`src/sv/assert_macros.svh`:
```
// Assertion macros for the RTL of the small matrix unit.
// Expect clk and rst in scope; define NO_ASSERTIONS to drop every check.
`ifndef ASSERT_MACROS_SVH
`define ASSERT_MACROS_SVH

`ifndef NO_ASSERTIONS

`define ASSERT_ALWAYS(label, expr) \
  label: assert property (@(posedge clk) disable iff (rst) (expr)) \
    else $error("assertion failed");

`define ASSERT_NEXT(label, ante, cons) \
  label: assert property (@(posedge clk) disable iff (rst) (ante) |=> (cons)) \
    else $error("assertion failed");

`else

`define ASSERT_ALWAYS(label, expr)

`define ASSERT_NEXT(label, ante, cons)

`endif

`endif

```
`src/sv/smat_ram.sv`:
```
// Generic single-write, single-read RAM with registered read data.
// No dependencies.
module smat_ram #(
  parameter int WIDTH = 32,
  parameter int DEPTH = 64
) (
  input  logic                     clk,
  input  logic                     we,
  input  logic [$clog2(DEPTH)-1:0] waddr,
  input  logic [WIDTH-1:0]         wdata,
  input  logic [$clog2(DEPTH)-1:0] raddr,
  output logic [WIDTH-1:0]         rdata
);

  logic [WIDTH-1:0] mem [DEPTH];

  always_ff @(posedge clk) begin
    if (we) begin
      mem[waddr] <= wdata;
    end
    rdata <= mem[raddr];
  end

endmodule

```
`config.mk`:
```
export PLATFORM = sky130hd
export DESIGN_NAME = smat_ram
export DESIGN_NICKNAME = d
export VERILOG_FILES = /design/src/sv/assert_macros.svh /design/src/sv/smat_ram.sv
export SDC_FILE = /design/constraint.sdc
export NUM_CORES = 2
export LEC_CHECK = 0
export ABC_CLOCK_PERIOD_IN_PS = 4300
export BUFFER_PORTS_ARGS = -buffer_cell sky130_fd_sc_hd__buf_4
export CAP_MARGIN = 20
export CORE_MARGIN = 5
export CORE_UTILIZATION = 59
export DETAILED_ROUTE_END_ITERATION = 8
export PLACE_DENSITY_LB_ADDON = 0.1
export SYNTH_ARGS = -nofsm -noshare
export SYNTH_HDL_FRONTEND = slang
export SYNTH_SLANG_ARGS = --single-unit
```
`constraint.sdc`:
```
create_clock -name clk -period 4.3 [get_ports clk]
set_input_delay 0 -clock clk [delete_from_list [all_inputs] [get_ports clk]]
set_output_delay 0 -clock clk [all_outputs]
set_load 0.02 [all_outputs]
```
# --- After elaboration in Yosys (flattened, before gate mapping) ---
# Memory sizes are Yosys's and may differ from the RTL's. A register that Yosys moved wholly into a read port is not among the register bits.
# Cells that the tools add are included.
# Widths: inputs -> output; s select.
totals:
  regBits: 0
  ram_bits: 2048
  in_bits: 46
  output_inout_bits: 32
  wordCells: 3
  n_memories: 1
memory_table:
  columns: ["memory", "depth", "width", "rd", "rd_ports_with_merged_regs", "write_ports", "line", "rtl"]
  rows:
  - ["mem", 64, 32, 1, 1, 1, "smat_ram.sv:15", "logic [WIDTH-1:0] mem [DEPTH];"]
classes:
  mux: 2
ops:
  columns: ["cell", "n"]
  rows:
  - ["$mux 1", 2]

# --- Longest topological paths before layout ---
depth:
  depth_word: 2
  mapped_depth: 10
  mapped_depth_nobuf: 5

# --- Worst setup path before layout ---
# No wires, ideal clock.
synth_timing:
  path_type: "input-to-reg"
  startpoint: "input waddr[3]"
  endpoint: "memory mem[48][0] (enable)"
  setup_time_ps: 461
  arrival_ps: 2699
  required_ps: 3839
  setup_slack_ps: 1140
  cell_stages: 4
  n_path_buf: 1
  cell_sequence: "clkbuf_1 -> nor2b_1 -> nand4b_1 -> nor3_1"
synth_rtl:
  columns: ["element", "line", "rtl"]
  rows:
  - ["start: declaration", "smat_ram.sv:9", "input logic [$clog2(DEPTH)-1:0] waddr,"]
  - ["end: declaration", "smat_ram.sv:15", null]
# Straight into the memory's write port.

# --- Worst setup path in the final report ---
layout_timing:
  startpoint: "input waddr[0]"
  endpoint: "memory mem[50][23] (enable)"
# Straight into the memory's write port.

==> results_tabular.tex <==
\begin{tabular}{lr}
\hline
Metric & Value \\
\hline
\multicolumn{2}{l}{\textbf{Timing}} \\
Post-route minimum period & 2720 ps \\
Max-slew headroom at the worst pin & 23.5\% \\
Setup Total Neg Slack & 0 ps \\
Hold Fails Final Rpt & 0 \\
Worst clock skew & 27.0 ps \\
Final max-slew violation count & 0 \\
Achievable frequency & 368 MHz \\
Final-report setup violation count & 0 \\
Transition time of the tightest slew-check pin & 1140 ps \\
Final cycle utilization of the critical path & 63.3\% \\
Setup repair after global routing missed its margin & false \\
\multicolumn{2}{l}{\textbf{Route}} \\
Antenna viol nets, final & 0 \\
Number of DRC markers in iteration 0 & 5565 \\
Routed Wire Length & 205 mm \\
Average detailed-routed wire length per instance & 37.1 um \\
Total via count in the routed design & 37949 \\
Drt drc & 0 \\
Avg Vias per Cell & 6.86 \\
Initial DRT Pass Iterations & 5 \\
\multicolumn{2}{l}{\textbf{Worst hold path}} \\
Hold Path Class & in -> reg \\
\multicolumn{2}{l}{\textbf{Final layout}} \\
Utilization of the core after routing & 67.7\% \\
Final std cell area, no fill & 89200 sq um \\
\# fillers & 8118 \\
Fraction of layout cells with a size suffix above 1 & 29.5\% \\
Post-layout nets & 3642 \\
Count of placed standard cells in the final layout, fillers left out & 5529 \\
Area Overhead vs Synth & 13.6\% \\
\multicolumn{2}{l}{\textbf{Floorplan}} \\
Placeable core area & 132000 sq um \\
Placement row count & 133 \\
Die extent in y & 375 um \\
DIE WIDTH & 375 um \\
Initial core utilization & 59.6\% \\
I/O pin total & 78 \\
Die Footprint & 140000 sq um \\
\multicolumn{2}{l}{\textbf{Power and ir drop}} \\
Total power & 42300 uW \\
Proportion of power drawn by the clock network & 41.4\% \\
Combinational share of power & 5.2\% \\
Power per cell area & 474 nW/um\^{}2 \\
Net switching power & 8900 uW \\
Lkg Pwr & 0.0279 uW \\
Sequential group share of total power & 53.4\% \\
Peak supply drop & 366 uV \\
Sw Share & 21.0\% \\
Internal Dissipation & 33400 uW \\
\multicolumn{2}{l}{\textbf{Yosys}} \\
Synth top area share & 78.3\% \\
Total of flip-flops plus latches after synthesis & 2080 \\
Yosys warns & 0 \\
Nets in the synthesized netlist & 3370 \\
Synthesized cell area & 78500 sq um \\
Most area-hungry cell type in the Yosys netlist & edfxtp\_1 \\
Number of instances in the synthesized netlist & 3324 \\
Post-synthesis area per instance & 23.6 sq um \\
Sequential-to-total area share from yosys stat & 79.1\% \\
Number of library cell types mapped by synthesis & 34 \\
Largest cells by area after synthesis & edfxtp\_1 78\%, mux4\_2 16\%, mux2i\_1 1.2\% \\
\multicolumn{2}{l}{\textbf{Worst setup path}} \\
Required time at the endpoint of the critical path & 4760 ps \\
Worst Setup End Kind & flip-flop \\
Crit path kind & in -> reg \\
Arrival time reported for the critical path endpoint & 3180 ps \\
Sort of element at the start of the critical path & primary input \\
Largest fanout on the critical path & 11 \\
\multicolumn{2}{l}{\textbf{GRT}} \\
GRT Total Usage & 29.6\% \\
Largest net degree at the start of global routing & 83 \\
Met3 usage & 6.33\% \\
Global-route wire length before repair & 290 mm \\
Met1 GRT Util & 45.0\% \\
Via count of the first global-routing pass & 37783 \\
Layer with the highest usage after global routing & met1 \\
Initial antenna violation count & 14 \\
GR Overflow Total & 0 \\
Global Route met2 Usage & 44.9\% \\
\multicolumn{2}{l}{\textbf{CTS}} \\
CTS tree & built \\
Total number of clock tree sinks & 2080 \\
CTS Root Cell & clkbuf\_16 \\
CTS buffer count & 201 \\
H-tree depth & 4 \\
CTS clk-pin slew, worst paths & 60 ps \\
Clock network latency to the later pin of the worst-skew pair & 830 ps \\
Longest Clk Path Bufs & 3 \\
\multicolumn{2}{l}{\textbf{Place}} \\
Placed inst area & 82200 sq um \\
Final weighted congestion in routability-driven placement & 0.853 \\
Port bufs & 77 \\
DP HPWL & 119 mm \\
Total instance count after detailed placement & 5105 \\
\multicolumn{2}{l}{\textbf{Run status}} \\
Outcome & finished, final reports clean \\
\multicolumn{2}{l}{\textbf{Job}} \\
Number of violations of the max-capacitance limit & 0 \\
\hline
\end{tabular}
[per-stage QoR]
| stage | setup WS, ps | hold WS (ps) |
|---|---|---|
| finish | 1580 | 74.3 |
| global route | 1570 | 60.7 |
| CTS | 1670 | 13.0 |
| detailed placement | 1000 | 422 |
| global placement | 981 | 421 |
| floorplan | 1140 | 98.9 |
[flip-flops by register name, summed over array words and instances (netlist names)]
register / count
rdata: 32
mem: 2048
[worst max-delay path, stage by stage]
cell,delay [ps]
dlygate4sd3_1,630
buf_4,200
nand4b_1,350
dlygate4sd3_1,720
nor2_4,220
dlygate4sd3_1,1060
[synth_stat cells, drive strengths merged]
cell type	count
a21oi	62
a22oi	12
a311oi	8
a31oi	1
a41o	4
and2	2
and3	4
buf	108
clkbuf	74
dfxtp	32
edfxtp	2048
mux2i	93
mux4	544
nand2	26
nand2b	8
nand3	5
nand3b	5
nand4	2
nand4b	1
nor2	137
nor2b	15
nor3	7
o221ai	27
o22ai	84
o32ai	4
or2	3
or3	3
or3b	5
[repair_timing]
action / 4_1_cts / 5_1_grt
setup buffers: 0 / 0
endpoints found under the hold margin: 2209 / 0
setup endpoints to repair: 0 / 0
gates resized for setup: 0 / 0
hold buffers: 43 / 0
[layout make-up]
cell class	count	area (sq um)	area share (%)
sequential	2080	62100	69.7
tap	1755	2200	2.46
timing repair buffer	251	2280	2.56
clock inverter	109	1040	1.17
clock buffer	266	5520	6.19
multi-input combinational	1062	16000	17.9
antenna	6	15.0	0.0168
[cells in the final DEF (no fill, tap or decap), drive strengths merged, types with 5 or more instances in the layout]
cell type,netlist,final
clkinvlp,0,8
mux2i,93,93
a21oi,62,62
a311oi,8,8
inv,0,6
nand2,26,26
nand3b,5,5
nand2b,8,8
clkinv,0,76
nor3,7,7
diode,0,6
nand3,5,5
nor2,137,137
clkbuf,74,266
o221ai,27,27
mux4,544,544
a22oi,12,12
o22ai,84,84
bufinv,0,19
edfxtp,2048,2048
nor2b,15,15
dlygate4sd3,0,43
dfxtp,32,32
or3b,5,5
buf,108,208
[power by group through the flow]
stage | Sequential, uW | Combinational, uW | Clock, uW
6_report | 22600 | 2220 | 17500
5_1_grt | 22600 | 2320 | 18600
4_1_cts | 22600 | 2230 | 17700
3_5_place_dp | 23000 | 2180 | 0
3_3_place_gp | 23000 | 2140 | 0
2_1_floorplan | 23000 | 1090 | 0
[final timing paths]
| path | slack [ps] | to | start | cells after the start |
|---|---|---|---|---|
| worst max-delay path | 1580 | mem[50][23] | waddr[0] | 6 |
| worst min-delay path | 70 | mem[51][2] | waddr[5] | 3 |
| worst max register to register | 1840 | rdata[27] | mem[12][27] | 4 |
| worst min register to register | 770 | rdata[8] | mem[12][8] | 4 |
[logic make-up after synthesis]
family                 Yosys count  share of synthesized area, %
muxes                          637                          16.8
and+or+nand+nor                223                          1.27
AOI/OAI and AO/OA              202                          1.67
DFF                           2080                          79.1
buffers and inverters          182                          1.13
[per-layer routing]
metal	vias up	wire (um)
met4	8	5790
met5	-	49
li1	14835	-
met1	20388	79200
met2	2400	96200
met3	318	24000
(Power assumes the default switching activity.)
