$ cat config.mk
export PLATFORM = sky130hd
export DESIGN_NAME = smat_cell
export DESIGN_NICKNAME = d
export VERILOG_FILES = /design/src/sv/assert_macros.svh /design/src/sv/smat_pkg.sv /design/src/sv/smat_cell.sv
export SDC_FILE = /design/constraint.sdc
export NUM_CORES = 2
export LEC_CHECK = 0
export ABC_AREA = 0
export BUFFER_PORTS_ARGS = -buffer_cell sky130_fd_sc_hd__clkbuf_2
export CORE_UTILIZATION = 35
export DETAILED_ROUTE_END_ITERATION = 8
export SLEW_MARGIN = 10
export SYNTH_ARGS = -nofsm -noshare
export SYNTH_HDL_FRONTEND = slang
export SYNTH_SLANG_ARGS = --single-unit
$ cat constraint.sdc
create_clock -name clk -period 8.2 [get_ports clk]
set_input_delay 0.41 -clock clk [delete_from_list [all_inputs] [get_ports clk]]
set_output_delay 0.41 -clock clk [all_outputs]
set_load 0.005 [all_outputs]
$ cat src/sv/assert_macros.svh
// Assertion macros for the RTL of the small matrix unit.
// Expect clk and rst in scope; define NO_ASSERTIONS to drop every check.
`ifndef ASSERT_MACROS_SVH
`define ASSERT_MACROS_SVH

`ifndef NO_ASSERTIONS

`define ASSERT_ALWAYS(label, expr) \
  label: assert property (@(posedge clk) disable iff (rst) (expr)) \
    else $error("assertion failed");

`define ASSERT_NEXT(label, ante, cons) \
  label: assert property (@(posedge clk) disable iff (rst) (ante) |=> (cons)) \
    else $error("assertion failed");

`else

`define ASSERT_ALWAYS(label, expr)

`define ASSERT_NEXT(label, ante, cons)

`endif

`endif

$ cat src/sv/smat_pkg.sv
// Shared codes and token control type for the small matrix unit.
// No dependencies.
package smat_pkg;

  typedef enum logic [1:0] {
    REQ_WR_A = 2'd0,
    REQ_WR_B = 2'd1,
    REQ_RUN  = 2'd2
  } req_t;

  localparam logic [1:0] OP_ADD = 2'd0;
  localparam logic [1:0] OP_MUL = 2'd1;
  localparam logic [1:0] OP_TRN = 2'd2;

  localparam logic [1:0] ST_OK      = 2'd0;
  localparam logic [1:0] ST_BAD_POS = 2'd1;
  localparam logic [1:0] ST_SIZE    = 2'd2;

  localparam int CFG_IDX_W  = 3;
  localparam int CFG_DATA_W = 4;

  localparam logic [CFG_IDX_W-1:0] CFG_ROWS_A = 3'd0;
  localparam logic [CFG_IDX_W-1:0] CFG_COLS_A = 3'd1;
  localparam logic [CFG_IDX_W-1:0] CFG_ROWS_B = 3'd2;
  localparam logic [CFG_IDX_W-1:0] CFG_COLS_B = 3'd3;
  localparam logic [CFG_IDX_W-1:0] CFG_OP     = 3'd4;

  typedef struct packed {
    logic valid;
    logic do_mul;
    logic do_add;
    logic first;
    logic emit;
    logic last;
  } tok_ctl_t;

endpackage

$ cat src/sv/smat_cell.sv
// One column cell: holds one column of B and a local accumulator, two stages deep.
// Depends on smat_pkg.
module smat_cell import smat_pkg::*; #(
  parameter int CELL_ID    = 0,
  parameter int MAX_DIM    = 8,
  parameter int DATA_WIDTH = 32
) (
  input  logic                          clk,
  input  logic                          rst,
  input  logic                          b_we,
  input  logic [$clog2(MAX_DIM)-1:0]    b_row,
  input  logic [$clog2(MAX_DIM)-1:0]    b_col,
  input  logic [DATA_WIDTH-1:0]         b_data,
  input  tok_ctl_t                      in_ctl,
  input  logic [DATA_WIDTH-1:0]         in_data,
  input  logic [$clog2(MAX_DIM)-1:0]    in_baddr,
  input  logic [$clog2(MAX_DIM)-1:0]    in_col,
  input  logic [$clog2(MAX_DIM)-1:0]    in_orow,
  input  logic [$clog2(MAX_DIM)-1:0]    in_ocol,
  output tok_ctl_t                      out_ctl,
  output logic [DATA_WIDTH-1:0]         out_data,
  output logic [$clog2(MAX_DIM)-1:0]    out_baddr,
  output logic [$clog2(MAX_DIM)-1:0]    out_col,
  output logic [$clog2(MAX_DIM)-1:0]    out_orow,
  output logic [$clog2(MAX_DIM)-1:0]    out_ocol
);

  localparam int IDX_W = $clog2(MAX_DIM);
  localparam int DEPTH = 1 << IDX_W;
  localparam logic [IDX_W-1:0] MY_COL = IDX_W'(CELL_ID);

  logic [DATA_WIDTH-1:0] bcol [DEPTH];
  logic [DEPTH-1:0]      bvalid;

  tok_ctl_t              ctl1;
  logic [DATA_WIDTH-1:0] data1;
  logic [DATA_WIDTH-1:0] opnd1;
  logic [IDX_W-1:0]      baddr1;
  logic [IDX_W-1:0]      col1;
  logic [IDX_W-1:0]      orow1;
  logic [IDX_W-1:0]      ocol1;
  logic                  hit1;
  logic [DATA_WIDTH-1:0] acc;

  logic [DATA_WIDTH-1:0] b_rd;
  logic [DATA_WIDTH-1:0] prod;
  logic                  hit;
  logic [DATA_WIDTH-1:0] acc_next;

  assign b_rd     = bvalid[in_baddr] ? bcol[in_baddr] : '0;
  assign prod     = in_data * b_rd;
  assign hit      = in_ctl.valid && (in_ctl.do_mul || in_ctl.do_add) && (in_col == MY_COL);
  assign acc_next = (ctl1.first ? '0 : acc) + opnd1;

  // column store of B
  always_ff @(posedge clk) begin
    if (rst) begin
      bvalid <= '0;
    end else if (b_we && b_col == MY_COL) begin
      bvalid[b_row] <= 1'b1;
    end
  end

  always_ff @(posedge clk) begin
    if (b_we && b_col == MY_COL) begin
      bcol[b_row] <= b_data;
    end
  end

  // stage one: fetch B and, for a multiply token, form the product
  always_ff @(posedge clk) begin
    if (rst) begin
      ctl1 <= '0;
      hit1 <= 1'b0;
    end else begin
      ctl1 <= in_ctl;
      hit1 <= hit;
    end
  end

  always_ff @(posedge clk) begin
    data1  <= in_data;
    opnd1  <= in_ctl.do_mul ? prod : b_rd;
    baddr1 <= in_baddr;
    col1   <= in_col;
    orow1  <= in_orow;
    ocol1  <= in_ocol;
  end

  // stage two: accumulate or add, hand on
  always_ff @(posedge clk) begin
    if (rst) begin
      out_ctl <= '0;
    end else begin
      out_ctl <= ctl1;
    end
  end

  always_ff @(posedge clk) begin
    if (hit1 && ctl1.do_mul) begin
      acc <= acc_next;
    end
    if (hit1 && ctl1.do_mul) begin
      out_data <= acc_next;
    end else if (hit1 && ctl1.do_add) begin
      out_data <= data1 + opnd1;
    end else begin
      out_data <= data1;
    end
    out_baddr <= baddr1;
    out_col   <= col1;
    out_orow  <= orow1;
    out_ocol  <= ocol1;
  end

endmodule

== After elaboration in Yosys (flattened, before gate mapping) ==
Memories as Yosys holds them, arrays and structs flattened.
Cells that the tools add are included.

* Add/sub/neg operators: 2
* Multiply operators: 1
* Magnitude comparators: 3
* Mux-type cells: 11
* Bitwise operators: 1
* Reductions and logical operators: 9

{| class="wikitable"
|+ Operator list
! operator !! count
|-
| $mux 32 || 5
|-
| $add 32x32->32 || 2
|-
| $mul 32x32->32 || 1
|-
| $lt 3x4->1 const B || 2
|-
| $or 8x8->8 || 1
|-
| $logic_and 1x1->1 || 6
|-
| $logic_not 3->1 || 2
|-
| $mux 1 || 4
|-
| $bmux 1 s3 || 1
|-
| $demux 1 s3 || 1
|-
| $ge 3x1->1 const B || 1
|-
| $logic_or 1x1->1 || 1
|}

* Register bits after elaboration: 173
* Bits in writable memories: 256
* Input port bits: 91
* Output and inout port bits: 50
* Word-level logic and storage cells: 54
* Memories: 1

{| class="wikitable"
|+ Memory list
! memory !! words !! width !! read ports !! clocked after Yosys merged registers in !! write ports !! RTL line !! RTL
|-
| bcol || 8 || 32 || 1 || 0 || 1 || smat_cell.sv:32 || <nowiki>logic [DATA_WIDTH-1:0] bcol [DEPTH];</nowiki>
|}

== Longest topological paths before layout ==
* Word-level depth: 5
* Depth in mapped cells: 35
* Mapped depth without buffers: 30

== Worst setup path before layout ==
OpenSTA, ideal clock, no wires.

* Path kind: input -> register
* Start point: input port in_baddr[0]
* End point: register opnd1[31]
* Library setup time: 0.121 ns
* Data arrival time: 8.407 ns
* Required time: 8.079 ns
* Slack: -0.328 ns
* Cell stages on the path: 32
* Buffers on the path: 4
* Cell sequence: buf_6 buf_4 mux4_2 mux2i_1 nor2_1 clkbuf_1 clkbuf_1 and2_1 fa_1 inv_1 fa_1 fa_1 fa_1 inv_1 fa_1 inv_1 fa_1 inv_1 fa_1 fa_1 ha_1 a21o_1 a21o_1 a21oi_1 o21ai_0 a21oi_1 a21oi_1 a2111oi_0 o21bai_1 a21oi_1 xnor2_1 mux2_4

* Cells in the longest elaborated chain, start to end: 5
* Elaborated cells between the ends (all ways): 6
* Classes of those cells: mul: 1; mux: 4; memory: 1

{| class="wikitable"
|+ RTL lines
! element !! RTL line !! RTL
|-
| start, declared || smat_cell.sv:16 || <nowiki>input logic [$clog2(MAX_DIM)-1:0] in_baddr,</nowiki>
|-
| $bmux 1 s3 || smat_cell.sv:50 || <nowiki>assign b_rd = bvalid[in_baddr] ? bcol[in_baddr] : '0;</nowiki>
|-
| $mux 1 (not written as such) || smat_cell.sv:50 ||
|-
| $mux 32 * || smat_cell.sv:50 ||
|-
| $mul 32x32->32 || smat_cell.sv:51 || <nowiki>assign prod = in_data * b_rd;</nowiki>
|-
| $mux 32 * || smat_cell.sv:83 || <nowiki>opnd1 <= in_ctl.do_mul ? prod : b_rd;</nowiki>
|-
| end signal, assigned || smat_cell.sv:83 ||
|-
| end, declared || smat_cell.sv:37 || <nowiki>logic [DATA_WIDTH-1:0] opnd1;</nowiki>
|}

Mark *: on every way between the ends. The rest lies on a longest branch, timed or not. The select of a mux whose other input is x is not followed.
A chain may end at the register's enable or synchronous reset.

== Final worst setup path ==
* Start point: register bvalid[7]
* End point: register opnd1[30]

* Cells in the longest elaborated chain, start to end: 5

{| class="wikitable"
|+ RTL lines
! element !! RTL line !! RTL
|-
| start, declared || smat_cell.sv:33 || <nowiki>logic [DEPTH-1:0] bvalid;</nowiki>
|-
| start signal, assigned || smat_cell.sv:58 || <nowiki>bvalid <= '0;</nowiki>
|-
| start signal, assigned by index || smat_cell.sv:60 || <nowiki>bvalid[b_row] <= 1'b1;</nowiki>
|-
| $bmux 1 s3 * || smat_cell.sv:50 ||
|-
| $mux 1 (not written as such) * || smat_cell.sv:50 ||
|-
| $mux 32 * || smat_cell.sv:50 ||
|-
| $mul 32x32->32 || smat_cell.sv:51 ||
|-
| $mux 32 * || smat_cell.sv:83 ||
|}

Marks and branches as above.

==> flow_summary_export.csv <==
group,metric,value,unit
setup_path,slowest_stage,"fa_1",
global_routing,grt_util_all_layers,19.3,%
final_layout,drive_above_1_share,18.4,%
placement,io_buffer_count,140,
pwr,p_comb_share,10.7,%
placement,dp.cells,4500,
logic_synthesis,yosysWarningCount,0,
floorplan,rows,113,
global_routing,grt_pass1_vias,23900,
timing,fin_crit_sh,98.0,%
pwr,p_sw_share,24.4,%
floorplan,fp.dieH,313,um
floorplan,boundaryPins,141,
pwr,power_frac_clock,40.9,%
routing,post_drt_via_cell_ratio,4.97,
floorplan,core-area,95400,um2
global_routing,grt_first_pass_wirelength,143,mm
setup_path,worst_ep_required_time,8.64,ns
run_status,status,"complete, no violations",
logic_synthesis,async_reset_ff_share,0,%
logic_synthesis,synth_edf_count,288,
setup_path,start_kind,"register",
worst_hold_path,min_path_type,"input port to register",
setup_path,arrival,8.48,ns
logic_synthesis,yosysSeqAreaShare,33.8,%
routing,post-route-drc-count,0,
logic_synthesis,synthCells,3002,
clock_network,tritoncts,"built",
pwr,power,0.00489,W
logic_synthesis,syn_area_per_cell,11.3,um2
clock_network,clkLatencyLatePin,0.59,ns
final_layout,instances_no_fill,4614,
clock_network,clk_pin_slew,0.06,ns
timing,slew_headroom,39.0,%
routing,ant_nets,0,
global_routing,antenna_found_initial,14,
logic_synthesis,synth_top_flop_cell,"edfxtp_1",
logic_synthesis,syn_area,33900,um2
routing,vias,22900,
job,cap_violations,0,
floorplan,die-area,98100,um2
global_routing,grt_max_degree,41,
timing,max_clock_freq,124,MHz
setup_path,worst_path_most_repeated_cell,"fa_1",
setup_path,cp_slowest_stage_delay,0.57,ns
final_layout,final_common_cell,"inv_1",
clock_network,clock-sinks,429,
timing,final_max_slew_viol_count,0,
routing,drtIter0Drc,1681,
final_layout,fin_nets,3997,
routing,wl_per_cell,20.3,um
timing,tns,0,ns
setup_path,path_class,"register to register",
clock_network,h-tree-depth,2,
pwr,p_leak,17.5,nW
global_routing,grt.overflow.total,0,
pwr,peakVddDrop,0.227,mV
pwr,power-per-cell-area,124,nW/um2
pwr,p_seq_share,48.4,%
routing,drt_first_pass_iters,5,
clock_network,cts_buffers,44,
final_layout,layout_common_cells,"inv_1 (417), fa_1 (392), nand2_1 (315), edfxtp_1 (288), and2_1 (266)",
final_layout,syn2layout_area_growth,16.9,%
floorplan,start_util,35.5,%
clock_network,cts_root_buf,"clkbuf_16",
clock_network,cts_buffer_depth,3,
placement,hpwl,72.5,mm
logic_synthesis,ys_seq_elements,429,
pwr,power.switching,0.00120,W
pwr,p_int,0.00370,W
timing,finalSetupViolCount,0,
placement,gp_congestion,0.905,
logic_synthesis,ys_types,76,
timing,holdWs,0.0399,ns
timing,post-route-min-period,8.04,ns
floorplan,die_x,313,um
setup_path,end_kind,"register",
timing,tightest_slew,0.914,ns
timing,rsz0062_at_grt,"yes",
logic_synthesis,syn_nets,3688,
routing,routed_wirelength,93.7,mm
timing,hold_viol,0,
timing,finClkSkew,0.0432,ns
setup_path,critPathMaxFanout,8,
## synth_stat cells, types with 9 or more instances
master	number	area, um2
o211ai_1	9	67.6
a211oi_1	11	82.6
dfxtp_1	141	2820
o21ai_0	49	245
mux4_2	36	811
o21a_1	17	128
inv_1	422	1580
mux2i_1	35	350
xor2_1	41	359
nor2_1	109	409
nor2b_1	54	338
nand2b_1	16	100
mux4_1	30	788
a21oi_1	100	500
fa_1	410	8210
a31oi_1	15	93.8
and2_1	273	1710
edfxtp_1	288	8650
clkbuf_1	107	402
and3_1	12	75.1
nand3_1	19	95.1
a21o_1	38	285
ha_1	185	2310
mux2_2	26	293
o21bai_1	14	105
nand2_1	315	1180
nor3_1	29	145
xnor2_1	85	744
## area by class of cell
type / instances / area (um2)
fill: 9150 / 55800
multi-input combinational: 2020 / 20600
sequential: 429 / 11500
timing repair buffer: 393 / 2870
inverter: 423 / 1590
tap: 1265 / 1580
clock buffer: 55 / 1190
clock inverter: 26 / 249
antenna: 3 / 7.51
## cells by family (layout without fill, tap and decap cells)
family | count (synthesis) | count (layout) | synth area share [%]
compound gates | 305 | 305 | 5.77
simple gates | 857 | 860 | 12.5
buf+inv | 556 | 897 | 6.55
flops | 429 | 429 | 33.8
xor+xnor | 130 | 130 | 3.47
other cells | 0 | 3 | 0
mux | 130 | 130 | 6.77
fa+ha+maj | 595 | 595 | 31.0
## timing repair
item,4_1_cts,5_1_grt
resized for setup,16,72
endpoints found under the hold margin,13,0
endpoints found under the setup margin,5,7
gates cloned,0,3
setup buffers,1,14
hold buffers,12,0
pin swaps,9,67
## registers in the layout (all words and copies together), names as in the netlist, 6 cells and up
| name | count |
|---|---|
| data1 | 32 |
| bcol | 256 |
| ctl1 | 6 |
| opnd1 | 32 |
| out_data | 32 |
| bvalid | 8 |
| acc | 32 |
| out_ctl | 6 |
## worst paths after layout
kind             start  slack, ns  cells after the start          to
max          bvalid[7]       0.16                     29   opnd1[30]
min          in_ctl[2]       0.04                      2     ctl1[2]
max reg2reg  bvalid[7]       0.16                     29   opnd1[30]
min reg2reg    col1[1]       0.33                      0  out_col[1]
## stage by stage
| stage | util, % | setup WS [ns] | cell area (um2) |
|---|---|---|---|
| 2_1_floorplan | - | 0.0228 | 34000 |
| 3_3_place_gp | 39.3 | -0.475 | 37500 |
| 3_5_place_dp | 39.3 | -0.546 | 37500 |
| 4_1_cts | 41.0 | 0.00530 | 39200 |
| 5_1_grt | 41.5 | -0.0955 | 39600 |
| 6_report | 41.5 | 0.163 | 39600 |
## critical path, delay by kind of cell (launching register included)
family	cells	cell delay (ns)
AND/OR/NAND/NOR	3	0.27
XOR/XNOR	1	0.08
buffers and inverters	5	0.51
adder cells (fa/ha/maj)	9	4.27
AO/OA/AOI/OAI	8	1.47
multiplexers	3	0.94
flip-flops	1	0.32
## power groups by stage
stage	sequential [W]	combinational (W)	clock (W)
3_5_place_dp	0.00242	0.000502	0
5_1_grt	0.00237	0.000567	0.00214
3_3_place_gp	0.00241	0.000499	0
2_1_floorplan	0.00241	0.000280	0
4_1_cts	0.00237	0.000512	0.00205
6_report	0.00237	0.000522	0.00200
## per-layer routing
metal	track usage, %	vias to the layer above	share of wire, %
met5	0	-	0.15
met1	25.5	11700	42
met3	4.35	154	6.7
li1	-	10400	-
met2	31.9	636	48
met4	5.20	24	2.6
No activity file was read; power rests on OpenSTA's default activity.
